### config.mk
export PLATFORM = sky130hd
export DESIGN_NAME = i2c_eeprom_byte_access_master_core_flat
export DESIGN_NICKNAME = d
export VERILOG_FILES = /design/src/rtl/core/i2cee_pkg.sv /design/src/rtl/core/i2cee_if.sv /design/src/rtl/core/i2cee_seq.sv /design/src/rtl/core/i2c_eeprom_byte_access_master_core.sv /design/src/flat_wrapper.sv
export SDC_FILE = /design/constraint.sdc
export NUM_CORES = 1
export LEC_CHECK = 0
export BUFFER_PORTS_ARGS = -buffer_cell sky130_fd_sc_hd__buf_2
export CORE_MARGIN = 3
export CORE_UTILIZATION = 55
export DETAILED_ROUTE_END_ITERATION = 16
export HOLD_SLACK_MARGIN = 0.05
export PLACE_DENSITY = 0.74
export SETUP_SLACK_MARGIN = 0.1
export SLEW_MARGIN = 30
export SYNTH_ARGS = -nofsm -noshare
export SYNTH_HDL_FRONTEND = slang
export SYNTH_SLANG_ARGS = --single-unit
### constraint.sdc
create_clock -name clock -period 5.1 [get_ports clock]
set_clock_uncertainty 0.05 [all_clocks]
set_input_delay 0.51 -clock clock [delete_from_list [all_inputs] [get_ports clock]]
set_output_delay 0.51 -clock clock [all_outputs]
set_load 0.05 [all_outputs]
### src/rtl/core/i2cee_pkg.sv
`timescale 1ns / 1ps

package i2cee_pkg;

   // operation codes of a request transaction
   localparam logic [1:0] OP_TICK  = 2'd0;
   localparam logic [1:0] OP_WRITE = 2'd1;
   localparam logic [1:0] OP_READ  = 2'd2;

   // configuration register indexes
   localparam logic [1:0] REG_DEVICE_ADDRESS    = 2'd0;
   localparam logic [1:0] REG_ACK_TIMEOUT       = 2'd1;
   localparam logic [1:0] REG_PHASE_TICKS       = 2'd2;
   localparam logic [1:0] REG_WRITE_CYCLE_TICKS = 2'd3;

   localparam int CSR_INDEX_W = 2;
   localparam int CSR_DATA_W  = 16;

   // reset values of the configuration registers
   localparam logic [6:0]  DEVICE_ADDRESS_RESET    = 7'd80;
   localparam logic [7:0]  ACK_TIMEOUT_RESET       = 8'd100;
   localparam logic [15:0] PHASE_TICKS_RESET       = 16'd1;
   localparam logic [15:0] WRITE_CYCLE_TICKS_RESET = 16'd1100;

   typedef struct packed {
      logic [6:0]  device_address;
      logic [7:0]  ack_timeout;
      logic [15:0] phase_ticks;
      logic [15:0] write_cycle_ticks;
   } cfg_type;

   typedef struct packed {
      logic [1:0] operation;
      logic [7:0] mem_address;
      logic [7:0] write_data;
      logic       sda_in;
   } req_payload_type;

   typedef struct packed {
      logic       scl_level;
      logic       sda_pull_low;
      logic       busy_res;
      logic       done_res;
      logic [7:0] read_byte;
      logic       ack_error;
   } rsp_payload_type;

endpackage

### src/rtl/core/i2cee_if.sv
`timescale 1ns / 1ps

interface i2cee_req_if;
   logic       valid;
   logic       ready;
   logic [1:0] operation;
   logic [7:0] mem_address;
   logic [7:0] write_data;
   logic       sda_in;

   modport source (output valid, output operation, output mem_address,
                   output write_data, output sda_in, input ready);
   modport sink (input valid, input operation, input mem_address,
                 input write_data, input sda_in, output ready);
endinterface

interface i2cee_rsp_if;
   logic       valid;
   logic       ready;
   logic       scl_level;
   logic       sda_pull_low;
   logic       busy_res;
   logic       done_res;
   logic [7:0] read_byte;
   logic       ack_error;

   modport source (output valid, output scl_level, output sda_pull_low,
                   output busy_res, output done_res, output read_byte,
                   output ack_error, input ready);
   modport sink (input valid, input scl_level, input sda_pull_low,
                 input busy_res, input done_res, input read_byte,
                 input ack_error, output ready);
endinterface

### src/rtl/core/i2cee_seq.sv
`timescale 1ns / 1ps

module i2cee_seq (
   input  logic                       clock,
   input  logic                       reset,
   input  logic                       step,
   input  i2cee_pkg::req_payload_type req,
   input  i2cee_pkg::cfg_type         cfg,
   output i2cee_pkg::rsp_payload_type result
);

   typedef enum logic [3:0] {
      PH_IDLE    = 4'd0,
      PH_RESTART = 4'd1,
      PH_START_A = 4'd2,
      PH_START_B = 4'd3,
      PH_WBIT_LO = 4'd4,
      PH_WBIT_HI = 4'd5,
      PH_ACK_LO  = 4'd6,
      PH_ACK_HI  = 4'd7,
      PH_RBIT_LO = 4'd8,
      PH_RBIT_HI = 4'd9,
      PH_NACK_LO = 4'd10,
      PH_NACK_HI = 4'd11,
      PH_STOP_A  = 4'd12,
      PH_STOP_B  = 4'd13,
      PH_STOP_C  = 4'd14,
      PH_WAIT    = 4'd15
   } phase_type;

   // which byte of the transfer the current ack slot closes
   localparam logic [1:0] STAGE_DEV  = 2'd0;
   localparam logic [1:0] STAGE_ADDR = 2'd1;
   localparam logic [1:0] STAGE_DATA = 2'd2;
   localparam logic [1:0] STAGE_RX   = 2'd3;

   phase_type   phase_ff, phase_in, cur_phase;
   logic [3:0]  bit_count_ff, bit_count_in, cur_bit_count, bit_inc;
   logic [7:0]  shift_byte_ff, shift_byte_in;
   logic [7:0]  poll_count_ff, poll_count_in, cur_poll_count;
   logic [15:0] tick_count_ff, tick_count_in, cur_tick_count;
   logic [7:0]  held_address_ff, held_address_in;
   logic [7:0]  held_data_ff, held_data_in;
   logic        is_read_ff, is_read_in;
   logic [1:0]  stage_ff, stage_in, cur_stage;
   logic [7:0]  rx_value_ff, rx_value_in;
   logic        err_flag_ff, err_flag_in, cur_err_flag;

   logic [15:0] seg_len;
   logic [16:0] tick_inc;
   logic        seg_over;
   logic        wait_over;
   logic        scl;
   logic        pull;
   logic        done;
   logic        start;

   assign start = (phase_ff == PH_IDLE) &&
                  ((req.operation == i2cee_pkg::OP_WRITE) ||
                   (req.operation == i2cee_pkg::OP_READ));

   always_comb begin
      cur_phase      = phase_ff;
      cur_bit_count  = bit_count_ff;
      cur_poll_count = poll_count_ff;
      cur_tick_count = tick_count_ff;
      cur_stage      = stage_ff;
      cur_err_flag   = err_flag_ff;
      held_address_in = held_address_ff;
      held_data_in    = held_data_ff;
      is_read_in      = is_read_ff;
      if (start) begin
         held_address_in = req.mem_address;
         held_data_in    = req.write_data;
         is_read_in      = (req.operation == i2cee_pkg::OP_READ);
         cur_stage       = STAGE_DEV;
         cur_bit_count   = '0;
         cur_poll_count  = '0;
         cur_err_flag    = 1'b0;
         cur_tick_count  = '0;
         cur_phase       = PH_START_A;
      end
   end

   assign seg_len   = (cfg.phase_ticks == '0) ? 16'd1 : cfg.phase_ticks;
   assign tick_inc  = {1'b0, cur_tick_count} + 17'd1;
   assign seg_over  = tick_inc >= {1'b0, seg_len};
   assign wait_over = tick_inc >= {1'b0, cfg.write_cycle_ticks};
   assign bit_inc   = cur_bit_count + 4'd1;

   // bus levels for this tick
   always_comb begin
      case (cur_phase)
         PH_RESTART, PH_ACK_LO, PH_RBIT_LO, PH_NACK_LO: begin
            scl = 1'b0; pull = 1'b0;
         end
         PH_START_B, PH_STOP_B: begin
            scl = 1'b1; pull = 1'b1;
         end
         PH_WBIT_LO: begin
            scl = 1'b0; pull = ~shift_byte_ff[7];
         end
         PH_WBIT_HI: begin
            scl = 1'b1; pull = ~shift_byte_ff[7];
         end
         PH_STOP_A: begin
            scl = 1'b0; pull = 1'b1;
         end
         default: begin
            scl = 1'b1; pull = 1'b0;
         end
      endcase
   end

   always_comb begin
      phase_in      = cur_phase;
      bit_count_in  = cur_bit_count;
      shift_byte_in = shift_byte_ff;
      poll_count_in = cur_poll_count;
      tick_count_in = cur_tick_count;
      stage_in      = cur_stage;
      rx_value_in   = rx_value_ff;
      err_flag_in   = cur_err_flag;
      done          = 1'b0;
      if (cur_phase != PH_IDLE && cur_phase != PH_WAIT) begin
         tick_count_in = seg_over ? 16'd0 : tick_inc[15:0];
      end
      case (cur_phase)
         PH_RESTART: if (seg_over) phase_in = PH_START_A;
         PH_START_A: if (seg_over) phase_in = PH_START_B;
         PH_START_B: begin
            if (seg_over) begin
               shift_byte_in = {cfg.device_address, cur_stage != STAGE_DEV};
               bit_count_in  = '0;
               phase_in      = PH_WBIT_LO;
            end
         end
         PH_WBIT_LO: if (seg_over) phase_in = PH_WBIT_HI;
         PH_WBIT_HI: begin
            if (seg_over) begin
               shift_byte_in = {shift_byte_ff[6:0], 1'b0};
               bit_count_in  = bit_inc;
               phase_in      = (bit_inc >= 4'd8) ? PH_ACK_LO : PH_WBIT_LO;
            end
         end
         PH_ACK_LO: begin
            if (seg_over) begin
               poll_count_in = '0;
               phase_in      = PH_ACK_HI;
            end
         end
         PH_ACK_HI: begin
            if (seg_over) begin
               if (!req.sda_in) begin
                  case (cur_stage)
                     STAGE_DEV: begin
                        stage_in      = STAGE_ADDR;
                        shift_byte_in = held_address_in;
                        bit_count_in  = '0;
                        phase_in      = PH_WBIT_LO;
                     end
                     STAGE_ADDR: begin
                        stage_in = STAGE_DATA;
                        if (is_read_in) begin
                           phase_in = PH_RESTART;
                        end else begin
                           shift_byte_in = held_data_in;
                           bit_count_in  = '0;
                           phase_in      = PH_WBIT_LO;
                        end
                     end
                     default: begin
                        if (is_read_in) begin
                           stage_in      = STAGE_RX;
                           shift_byte_in = '0;
                           bit_count_in  = '0;
                           phase_in      = PH_RBIT_LO;
                        end else begin
                           phase_in = PH_STOP_A;
                        end
                     end
                  endcase
               end else if (cur_poll_count >= cfg.ack_timeout) begin
                  err_flag_in = 1'b1;
                  phase_in    = PH_STOP_A;
               end else begin
                  // keep clock high and poll again on the next tick
                  poll_count_in = cur_poll_count + 8'd1;
                  tick_count_in = seg_len - 16'd1;
               end
            end
         end
         PH_RBIT_LO: if (seg_over) phase_in = PH_RBIT_HI;
         PH_RBIT_HI: begin
            if (seg_over) begin
               shift_byte_in = {shift_byte_ff[6:0], req.sda_in};
               bit_count_in  = bit_inc;
               phase_in      = (bit_inc >= 4'd8) ? PH_NACK_LO : PH_RBIT_LO;
            end
         end
         PH_NACK_LO: if (seg_over) phase_in = PH_NACK_HI;
         PH_NACK_HI: begin
            if (seg_over) begin
               rx_value_in = shift_byte_ff;
               phase_in    = PH_STOP_A;
            end
         end
         PH_STOP_A: if (seg_over) phase_in = PH_STOP_B;
         PH_STOP_B: if (seg_over) phase_in = PH_STOP_C;
         PH_STOP_C: begin
            if (seg_over) begin
               done = 1'b1;
               if (!is_read_in && !cur_err_flag && cfg.write_cycle_ticks != '0) begin
                  phase_in = PH_WAIT;
               end else begin
                  phase_in = PH_IDLE;
               end
            end
         end
         PH_WAIT: begin
            if (wait_over) begin
               phase_in      = PH_IDLE;
               tick_count_in = '0;
            end else begin
               tick_count_in = tick_inc[15:0];
            end
         end
         default: phase_in = PH_IDLE;
      endcase
   end

   always_ff @(posedge clock) begin
      if (reset) begin
         phase_ff        <= PH_IDLE;
         bit_count_ff    <= '0;
         shift_byte_ff   <= '0;
         poll_count_ff   <= '0;
         tick_count_ff   <= '0;
         held_address_ff <= '0;
         held_data_ff    <= '0;
         is_read_ff      <= 1'b0;
         stage_ff        <= STAGE_DEV;
         rx_value_ff     <= '0;
         err_flag_ff     <= 1'b0;
      end else if (step) begin
         phase_ff        <= phase_in;
         bit_count_ff    <= bit_count_in;
         shift_byte_ff   <= shift_byte_in;
         poll_count_ff   <= poll_count_in;
         tick_count_ff   <= tick_count_in;
         held_address_ff <= held_address_in;
         held_data_ff    <= held_data_in;
         is_read_ff      <= is_read_in;
         stage_ff        <= stage_in;
         rx_value_ff     <= rx_value_in;
         err_flag_ff     <= err_flag_in;
      end
   end

   assign result.scl_level    = scl;
   assign result.sda_pull_low = pull;
   assign result.busy_res     = (cur_phase != PH_IDLE);
   assign result.done_res     = done;
   assign result.read_byte    = rx_value_in;
   assign result.ack_error    = err_flag_in;

endmodule

### src/rtl/core/i2c_eeprom_byte_access_master_core.sv
`timescale 1ns / 1ps

// Bit-level I2C master for a 2-kbit serial EEPROM doing a byte write or a
// random byte read. Every request transaction is one bus tick; operation
// starts a write or a read when the master is idle and is ignored otherwise.
// One response transaction comes back per request, in the cycle after it is
// accepted, from the output register; a new tick is accepted every cycle as
// long as the response side keeps taking results. Each tick is one pass
// through the phase sequencer between its state registers and the output
// register. A missing acknowledge after ack_timeout polls sets ack_error and
// ends the transfer with a stop and no write-cycle wait. Configuration
// writes take effect on the next tick.
module i2c_eeprom_byte_access_master_core (
   input  logic                                clock,
   input  logic                                reset,
   i2cee_req_if.sink                           req_chan,
   i2cee_rsp_if.source                         rsp_chan,
   input  logic                                csr_write_enable,
   input  logic [i2cee_pkg::CSR_INDEX_W-1:0]   csr_index,
   input  logic [i2cee_pkg::CSR_DATA_W-1:0]    csr_write_data
);

   i2cee_pkg::cfg_type         cfg_ff;
   i2cee_pkg::req_payload_type req;
   i2cee_pkg::rsp_payload_type result;
   i2cee_pkg::rsp_payload_type rsp_ff;
   logic                       rsp_valid_ff;
   logic                       accept;

   assign req_chan.ready = !rsp_valid_ff || rsp_chan.ready;
   assign accept         = req_chan.valid && req_chan.ready;

   assign req.operation   = req_chan.operation;
   assign req.mem_address = req_chan.mem_address;
   assign req.write_data  = req_chan.write_data;
   assign req.sda_in      = req_chan.sda_in;

   always_ff @(posedge clock) begin
      if (reset) begin
         cfg_ff.device_address    <= i2cee_pkg::DEVICE_ADDRESS_RESET;
         cfg_ff.ack_timeout       <= i2cee_pkg::ACK_TIMEOUT_RESET;
         cfg_ff.phase_ticks       <= i2cee_pkg::PHASE_TICKS_RESET;
         cfg_ff.write_cycle_ticks <= i2cee_pkg::WRITE_CYCLE_TICKS_RESET;
      end else if (csr_write_enable) begin
         case (csr_index)
            i2cee_pkg::REG_DEVICE_ADDRESS:
               cfg_ff.device_address <= csr_write_data[6:0];
            i2cee_pkg::REG_ACK_TIMEOUT:
               cfg_ff.ack_timeout <= csr_write_data[7:0];
            i2cee_pkg::REG_PHASE_TICKS:
               cfg_ff.phase_ticks <= csr_write_data;
            i2cee_pkg::REG_WRITE_CYCLE_TICKS:
               cfg_ff.write_cycle_ticks <= csr_write_data;
            default: ;
         endcase
      end
   end

   i2cee_seq u_seq (
      .clock  (clock),
      .reset  (reset),
      .step   (accept),
      .req    (req),
      .cfg    (cfg_ff),
      .result (result)
   );

   always_ff @(posedge clock) begin
      if (reset) begin
         rsp_valid_ff <= 1'b0;
      end else if (accept) begin
         rsp_valid_ff <= 1'b1;
      end else if (rsp_chan.ready) begin
         rsp_valid_ff <= 1'b0;
      end
   end

   always_ff @(posedge clock) begin
      if (accept) begin
         rsp_ff <= result;
      end
   end

   assign rsp_chan.valid        = rsp_valid_ff;
   assign rsp_chan.scl_level    = rsp_ff.scl_level;
   assign rsp_chan.sda_pull_low = rsp_ff.sda_pull_low;
   assign rsp_chan.busy_res     = rsp_ff.busy_res;
   assign rsp_chan.done_res     = rsp_ff.done_res;
   assign rsp_chan.read_byte    = rsp_ff.read_byte;
   assign rsp_chan.ack_error    = rsp_ff.ack_error;

endmodule
### src/flat_wrapper.sv
// flat-port wrapper written by rule: the top's interface ports become plain ports
module i2c_eeprom_byte_access_master_core_flat 
  (clock, reset, csr_write_enable, csr_index, csr_write_data, req_chan_valid, req_chan_operation, req_chan_mem_address, req_chan_write_data, req_chan_sda_in, req_chan_ready, rsp_chan_valid, rsp_chan_scl_level, rsp_chan_sda_pull_low, rsp_chan_busy_res, rsp_chan_done_res, rsp_chan_read_byte, rsp_chan_ack_error, rsp_chan_ready);
  i2cee_req_if req_chan_i ();
  i2cee_rsp_if rsp_chan_i ();
  input  logic clock;
  input  logic reset;
  input  logic csr_write_enable;
  input  logic [i2cee_pkg::CSR_INDEX_W-1:0] csr_index;
  input  logic [i2cee_pkg::CSR_DATA_W-1:0] csr_write_data;
  input wire logic [$bits(req_chan_i.valid)-1:0] req_chan_valid;
  input wire logic [$bits(req_chan_i.operation)-1:0] req_chan_operation;
  input wire logic [$bits(req_chan_i.mem_address)-1:0] req_chan_mem_address;
  input wire logic [$bits(req_chan_i.write_data)-1:0] req_chan_write_data;
  input wire logic [$bits(req_chan_i.sda_in)-1:0] req_chan_sda_in;
  output wire logic [$bits(req_chan_i.ready)-1:0] req_chan_ready;
  output wire logic [$bits(rsp_chan_i.valid)-1:0] rsp_chan_valid;
  output wire logic [$bits(rsp_chan_i.scl_level)-1:0] rsp_chan_scl_level;
  output wire logic [$bits(rsp_chan_i.sda_pull_low)-1:0] rsp_chan_sda_pull_low;
  output wire logic [$bits(rsp_chan_i.busy_res)-1:0] rsp_chan_busy_res;
  output wire logic [$bits(rsp_chan_i.done_res)-1:0] rsp_chan_done_res;
  output wire logic [$bits(rsp_chan_i.read_byte)-1:0] rsp_chan_read_byte;
  output wire logic [$bits(rsp_chan_i.ack_error)-1:0] rsp_chan_ack_error;
  input wire logic [$bits(rsp_chan_i.ready)-1:0] rsp_chan_ready;
  assign req_chan_i.valid = req_chan_valid;
  assign req_chan_i.operation = req_chan_operation;
  assign req_chan_i.mem_address = req_chan_mem_address;
  assign req_chan_i.write_data = req_chan_write_data;
  assign req_chan_i.sda_in = req_chan_sda_in;
  assign req_chan_ready = req_chan_i.ready;
  assign rsp_chan_valid = rsp_chan_i.valid;
  assign rsp_chan_scl_level = rsp_chan_i.scl_level;
  assign rsp_chan_sda_pull_low = rsp_chan_i.sda_pull_low;
  assign rsp_chan_busy_res = rsp_chan_i.busy_res;
  assign rsp_chan_done_res = rsp_chan_i.done_res;
  assign rsp_chan_read_byte = rsp_chan_i.read_byte;
  assign rsp_chan_ack_error = rsp_chan_i.ack_error;
  assign rsp_chan_i.ready = rsp_chan_ready;
  i2c_eeprom_byte_access_master_core u_core (.clock(clock), .reset(reset), .req_chan(req_chan_i), .rsp_chan(rsp_chan_i), .csr_write_enable(csr_write_enable), .csr_index(csr_index), .csr_write_data(csr_write_data));
endmodule
After elaboration in Yosys (flattened, before gate mapping)
Index checks and enable logic that the tools add are counted.
{"block": "totals", "reg_bits": 129, "in_bits": 42, "wordCells": 167}
{"block": "op_classes", "add_sub_neg": 4, "muxes": 79, "order_cmp": 4, "n_reduce_logical": 28, "eq_ne": 29, "bitwise_logic": 1}
{"op": "$mux W16", "n": 8}
{"op": "$mux W8", "n": 16}
{"op": "$mux W4", "n": 26}
{"op": "$pmux W4 S15", "n": 1}
{"op": "$ge A17 B16 Y1", "n": 2}
{"op": "$eq A4 B4 Y1 const B", "n": 8}
{"op": "$pmux W16 S2", "n": 1}
{"op": "$pmux W8 S2", "n": 2}
{"op": "$pmux W8 S4", "n": 1}
{"op": "$add A16 B1 Y17 const B", "n": 1}
{"op": "$eq A4 B3 Y1 const B", "n": 4}
{"op": "$logic_not A16 Y1", "n": 1}
{"op": "$pmux W4 S2", "n": 2}
{"op": "$reduce_bool A16 Y1", "n": 1}
{"op": "$sub A16 B1 Y16 const B", "n": 1}
{"op": "$mux W2", "n": 7}
{"op": "$pmux W4 S3", "n": 1}
{"op": "$mux W1", "n": 10}
{"op": "$ne A2 B2 Y1 const B", "n": 5}
{"op": "$reduce_and A9 Y1", "n": 1}
{"op": "$add A8 B1 Y8 const B", "n": 1}
{"op": "$eq A4 B2 Y1 const B", "n": 2}
{"op": "$ge A8 B8 Y1", "n": 1}
{"op": "$reduce_and A2 Y1", "n": 4}
{"op": "other kinds (22)", "n": 38}

Longest topological paths before layout
{"block": "logic_depth", "depth_word": 12, "depth_mapped": 28, "mapped_depth_nobuf": 25}

Cells and area by module
A second synthesis with hierarchy kept.
{"block": "hier_totals", "cells_unflattened": 1039, "hier_area_um2": 8434.3}
{"mod": "i2cee_seq", "cells_per_inst": 838, "n_inst": 1, "seq_area_each_um2": 1361.3, "area_per_inst_um2": 6078.3}
{"mod": "i2c_eeprom_byte_access_master_core", "cells_per_inst": 201, "n_inst": 1, "seq_area_each_um2": 1351.3, "area_per_inst_um2": 2356.0}

Least setup slack after synthesis
OpenSTA, ideal clock, no wires.
{"block": "synth_timing", "path_type": "in2reg", "start": "input req_chan_operation[0]", "end": "register u_core.u_seq.bit_count_ff[0]", "arrival_ps": 4923, "n_path_buf": 4, "setup_slack_ps": 57, "cell_stages": 27, "cell_sequence": "inv_1 > ha_1 > nand2b_1 > clkbuf_1 > clkbuf_1 > and2_1 > ha_1 > clkbuf_1 > and3_1 > nand4_1 > nand2b_1 > a21oi_1 > ha_1 > a211oi_1 > o21ai_0 > a311oi_4 > nand2_4 > inv_2 > buf_2 > ha_1 > nor2b_1 > nor3b_1 > a21oi_1 > nor2_1 > nor2_1 > a21oi_1 > a21oi_1"}
{"block": "synth_between", "elab_chain_cells": 9, "elab_cells_between_ends": 27, "classes_between": "add/sub: 2; order compare: 1; eq/ne: 7; mux: 13; reduce/logical: 4"}
{"item": "from (decl)", "line_no": "flat_wrapper.sv:12", "text": "input wire logic [$bits(req_chan_i.operation)-1:0] req_chan_operation;"}
{"item": "branches (longest 8 deep; another with $add A16 B1 Y17)"}
{"item": "$pmux W4 S3 *", "line_no": "i2cee_seq.sv:128", "text": "case (cur_phase)"}
{"item": "to (signal assigned)", "line_no": "i2cee_seq.sv:247", "text": "bit_count_ff <= bit_count_in;"}
{"item": "to (decl)", "line_no": "i2cee_seq.sv:38", "text": "logic [3:0] bit_count_ff, bit_count_in, cur_bit_count, bit_inc;"}
Mark *: on every way between the ends.
A chain may end at the register's enable or synchronous reset.

Worst setup path after layout
{"block": "layout_timing", "start": "register u_core.u_seq.phase_ff[3]", "end": "register u_core.u_seq.tick_count_ff[11]"}
{"block": "layout_between", "elab_chain_cells": 11, "elab_cells_between_ends": 21, "classes_between": "add/sub: 1; order compare: 3; eq/ne: 3; mux: 10; reduce/logical: 4"}
{"item": "from (decl)", "line_no": "i2cee_seq.sv:37", "text": "phase_type phase_ff, phase_in, cur_phase;"}
{"item": "from (signal assigned)", "line_no": "i2cee_seq.sv:246", "text": "phase_ff <= phase_in;"}
{"item": "$logic_not A4 Y1", "line_no": "i2cee_seq.sv:58", "text": "assign start = (phase_ff == PH_IDLE) &&"}
{"item": "$logic_and A1 B1 Y1", "line_no": "i2cee_seq.sv:58"}
{"item": "$mux W16", "line_no": "i2cee_seq.sv:72", "text": "if (start) begin"}
{"item": "$add A16 B1 Y17", "line_no": "i2cee_seq.sv:86", "text": "assign tick_inc = {1'b0, cur_tick_count} + 17'd1;"}
{"item": "$ge A17 B16 Y1", "line_no": "i2cee_seq.sv:87", "text": "assign seg_over = tick_inc >= {1'b0, seg_len};"}
{"item": "$mux W16", "line_no": "i2cee_seq.sv:126", "text": "tick_count_in = seg_over ? 16'd0 : tick_inc[15:0];"}
{"item": "$mux W16", "line_no": "i2cee_seq.sv:125", "text": "if (cur_phase != PH_IDLE && cur_phase != PH_WAIT) begin"}
{"item": "$mux W16", "line_no": "i2cee_seq.sv:183", "text": "end else if (cur_poll_count >= cfg.ack_timeout) begin"}
{"item": "$mux W16", "line_no": "i2cee_seq.sv:154", "text": "if (!req.sda_in) begin"}
{"item": "$mux W16", "line_no": "i2cee_seq.sv:153", "text": "if (seg_over) begin"}
{"item": "$pmux W16 S2 *", "line_no": "i2cee_seq.sv:128"}
{"item": "to (signal assigned)", "line_no": "i2cee_seq.sv:250", "text": "tick_count_ff <= tick_count_in;"}
{"item": "to (decl)", "line_no": "i2cee_seq.sv:41", "text": "logic [15:0] tick_count_ff, tick_count_in, cur_tick_count;"}
Mark *: on every way between the ends. The rest lies on a longest branch, timed or not.

==> key figures <==
Routing
  – 1st-iter DRT viols: 813
  – Antenna Nets Post-Route: 0
  – Drt wl/cell: 16.8 µm
  – Via-to-Cell Ratio: 6.00
  – Routed vias: approximately 7600
  – DRC: 0
  – Final wirelength: approximately 21 mm
  – DR pass1 iterations: 6

Logic synthesis
  – Sequential area share after synthesis: 34.2%
  – Avg Inst Size Synth: 7.71 µm²
  – Gate count after technology mapping: around 1000
  – Async S/R FF share, synth: 0%
  – Cell Area, Synth: 0.00792 mm²
  – #FFs+latches synth: 129
  – Number of warnings issued by yosys: 0
  – Synth cell types: 68
  – Synth Net Count: 1116
  – Main synth FF type: dfxtp_1
  – Number of synthesized flops with an enable pin: 13

Setup path
  – Worst Setup End Kind: flop
  – WP data required: 5.37 ns
  – Startpoint Class: flop
  – Crit path max fanout: 12
  – WS Path Type: reg -> reg
  – Worst EP arrival: 4.82 ns

Clock tree
  – Root buf cell: clkbuf_16
  – CTS Buf Count: 17
  – Clock sink count: 129
  – Quantity of gates resized following cts: 0
  – Cts hold-fix bufs: 0
  – # H-tree levels: 4
  – Worst-skew pair later-pin latency: 0.43 ns
  – Clk buf depth: 2
  – Clock-pin slew on the worst setup and hold paths: 0.06 ns
  – Post-CTS setup buffer count: 0
  – CTS tree: yes

Finish
  – Layout cells sized above 1: 13.5%
  – Design Area, Final: 0.00897 mm²
  – Ant. Diodes: 0
  – Non-Filler Instances: 1264
  – Nets@finish: between 1000 and 1500
  – Final Util: between 60% and 70%
  – Area growth, synth to finish: 13.3%

Global routing
  – First-pass GRT wire length: 35.4 mm
  – Vias in the first global route: 6881
  – Total gr overflow: 0
  – GR Layer Usage met3: 5.47%
  – All-Layer GR Usage: 27.1%
  – Initial antenna violation count: 0
  – GR peak layer: met1
  – Met2 usage: 38.5%
  – Met1 GRT Util: 41.1%
  – Largest net degree at the start of global routing: 72

STA
  – Fmax: 0.220 GHz
  – Unrepaired setup endpoints after global routing: no
  – Max-slew violations: 0
  – Final min period: 4.56 ns
  – Period utilization: between 80% and 90%
  – Hold Vio Cnt, Final: 0
  – Endpoints failing setup: 0
  – Final Worst Setup Slack: 0.544 ns
  – Max-Slew Margin vs Limit: 46.2%
  – Worst-Margin Slew: just over 0.8 ns
  – Sum Neg Setup Slack: 0 ns
  – WHS: between 0.2 and 0.3 ns

Place
  – Placed insts: 1232
  – Number of port buffers: 56
  – Placed instance area: 0.00842 mm²
  – DP Worst Slack: 0.159 ns
  – GPL Wtd Cong: between 0.9 and 1
  – Hpwl dp: 14.8 mm

Floorplan
  – Initial Util: 56.6%
  – Die Width: 126 µm
  – Core area: roughly 0.014 mm²
  – Die Area: 0.0159 mm²
  – I/O pin cnt: 57
  – FP Rows: 43
  – Die H: 126 µm

Pwr
  – Max IR drop VDD: 0.000230 V
  – Tot Pwr: approximately 2.8 mW
  – Pwr/cell area: 316 mW/mm²
  – Leakage: approximately 3.5 nW

Hold path
  – Hold Path Class: in -> reg

Run status
  – Run status: complete, no violations

Run
  – Max_cap viols: 0
==> cell usage after synthesis (all sizes together) (12+ instances only) <==
cell	count	area [µm²]
a211oi	18	135
a21oi	96	480
a221oi	16	140
and3	12	75.1
clkbuf	54	203
dfxtp	116	2320
edfxtp	13	390
ha	46	576
inv	59	221
mux2i	21	210
nand2	170	646
nand2b	12	75.1
nand3	36	180
nand4	13	87.6
nor2	90	338
nor3	30	166
nor4	14	93.8
o21ai	50	254
xnor2	18	158
==> layout by cell type (no fill, tap or decap), drive strengths merged, types with 4 or more instances in the layout <==
master / synthesis / routed
o211ai: 4 / 4
nand2b: 12 / 12
nor2b: 6 / 6
nand2: 170 / 170
a211o: 10 / 10
nand4: 13 / 13
nor4: 14 / 14
nor2: 90 / 90
edfxtp: 13 / 13
and2: 9 / 9
a21o: 8 / 8
o21ai: 50 / 50
a311oi: 4 / 4
nand3b: 5 / 5
dfxtp: 116 / 116
a211oi: 18 / 18
a221oi: 16 / 16
buf: 9 / 87
mux2i: 21 / 21
or2: 5 / 5
mux2: 10 / 10
nand3: 36 / 36
xnor2: 18 / 18
a31oi: 8 / 8
ha: 46 / 46
or3: 8 / 8
clkbuf: 54 / 21
o21a: 10 / 10
inv: 59 / 63
nor3: 30 / 30
a21oi: 96 / 96
and3: 12 / 12
clkinv: 0 / 6
nor3b: 4 / 4
a22oi: 9 / 9
xor2: 6 / 6
==> where the power goes <==
group          leakage (nW)  switching [mW]  internal, mW  total [mW]
registers              1.07          0.0407          1.07        1.12
clock network         0.274           0.476         0.662        1.14
logic                  2.15           0.381         0.198       0.579
==> registers in the layout, indices dropped and copies added, names as in the netlist <==
name	count
u_core.u_seq.is_read_ff	1
u_core.rsp_chan.busy_res	1
u_core.rsp_chan.read_byte	8
u_core.u_seq.held_address_ff	8
u_core.rsp_chan.done_res	1
u_core.rsp_chan.sda_pull_low	1
u_core.cfg_ff	47
u_core.rsp_chan.scl_level	1
u_core.u_seq.rx_value_ff	8
u_core.u_seq.bit_count_ff	4
u_core.rsp_chan.valid	1
u_core.u_seq.shift_byte_ff	8
u_core.u_seq.poll_count_ff	8
u_core.u_seq.err_flag_ff	1
u_core.u_seq.stage_ff	2
u_core.u_seq.tick_count_ff	16
u_core.u_seq.held_data_ff	8
u_core.rsp_chan.ack_error	1
u_core.u_seq.phase_ff	4
==> metal layers <==
metal | part of all wire, % | up-vias
met2 | 42 | 352
met5 | 0 | -
met3 | 9.0 | 28
li1 | - | 3739
met4 | 1.6 | 0
met1 | 47 | 3461
==> path summary, 6_finish.rpt <==
check | from | end | slack, ns | cells after the start
max reg2reg | u_core.u_seq.phase_ff[3] | u_core.u_seq.tick_count_ff[11] | 0.54 | 17
min reg2reg | u_core.u_seq.held_address_ff[2] | u_core.u_seq.held_address_ff[2] | 0.40 | 2
min | req_chan_mem_address[0] | u_core.u_seq.held_address_ff[0] | 0.27 | 3
max | u_core.u_seq.phase_ff[3] | u_core.u_seq.tick_count_ff[11] | 0.54 | 17
==> cells by family (layout without fill, tap and decap cells) <==
kind of cell | count (synthesis) | count (layout) | share of synthesized area (%)
AND/OR/NAND/NOR | 419 | 419 | 24.7
AO/OA/AOI/OAI | 257 | 257 | 20.8
flip-flops | 129 | 129 | 34.2
buffers and inverters | 122 | 178 | 5.95
adder cells (fa/ha/maj) | 46 | 46 | 7.27
multiplexers | 31 | 31 | 4.45
XOR/XNOR | 24 | 24 | 2.65
==> worst max-delay path: stages (launching register included) <==
cell      delay (ns)
dfxtp_1         0.32
nor4_2          0.37
nand2b_1        0.20
and2_1          0.21
ha_1            0.20
and3_1          0.19
nand4_1         0.16
nor3_1          0.09
xnor2_1         0.13
nor2_1          0.31
ha_1            0.32
o21ai_0         0.08
nand2b_1        0.11
a311oi_4        0.44
a21oi_1         0.24
o21ai_2         0.50
o21ai_0         0.19
a221oi_1        0.32
==> area by class of cell <==
type | instances | area, µm²
clock buffers | 21 | 470
well taps | 180 | 225
multi-input cells | 777 | 4750
clock inverters | 11 | 77.6
fillers | 1265 | 5010
flip-flops and latches | 129 | 2710
repair buffers | 87 | 515
inverters | 59 | 221
Note: power is estimated with default switching activity, not from simulation.
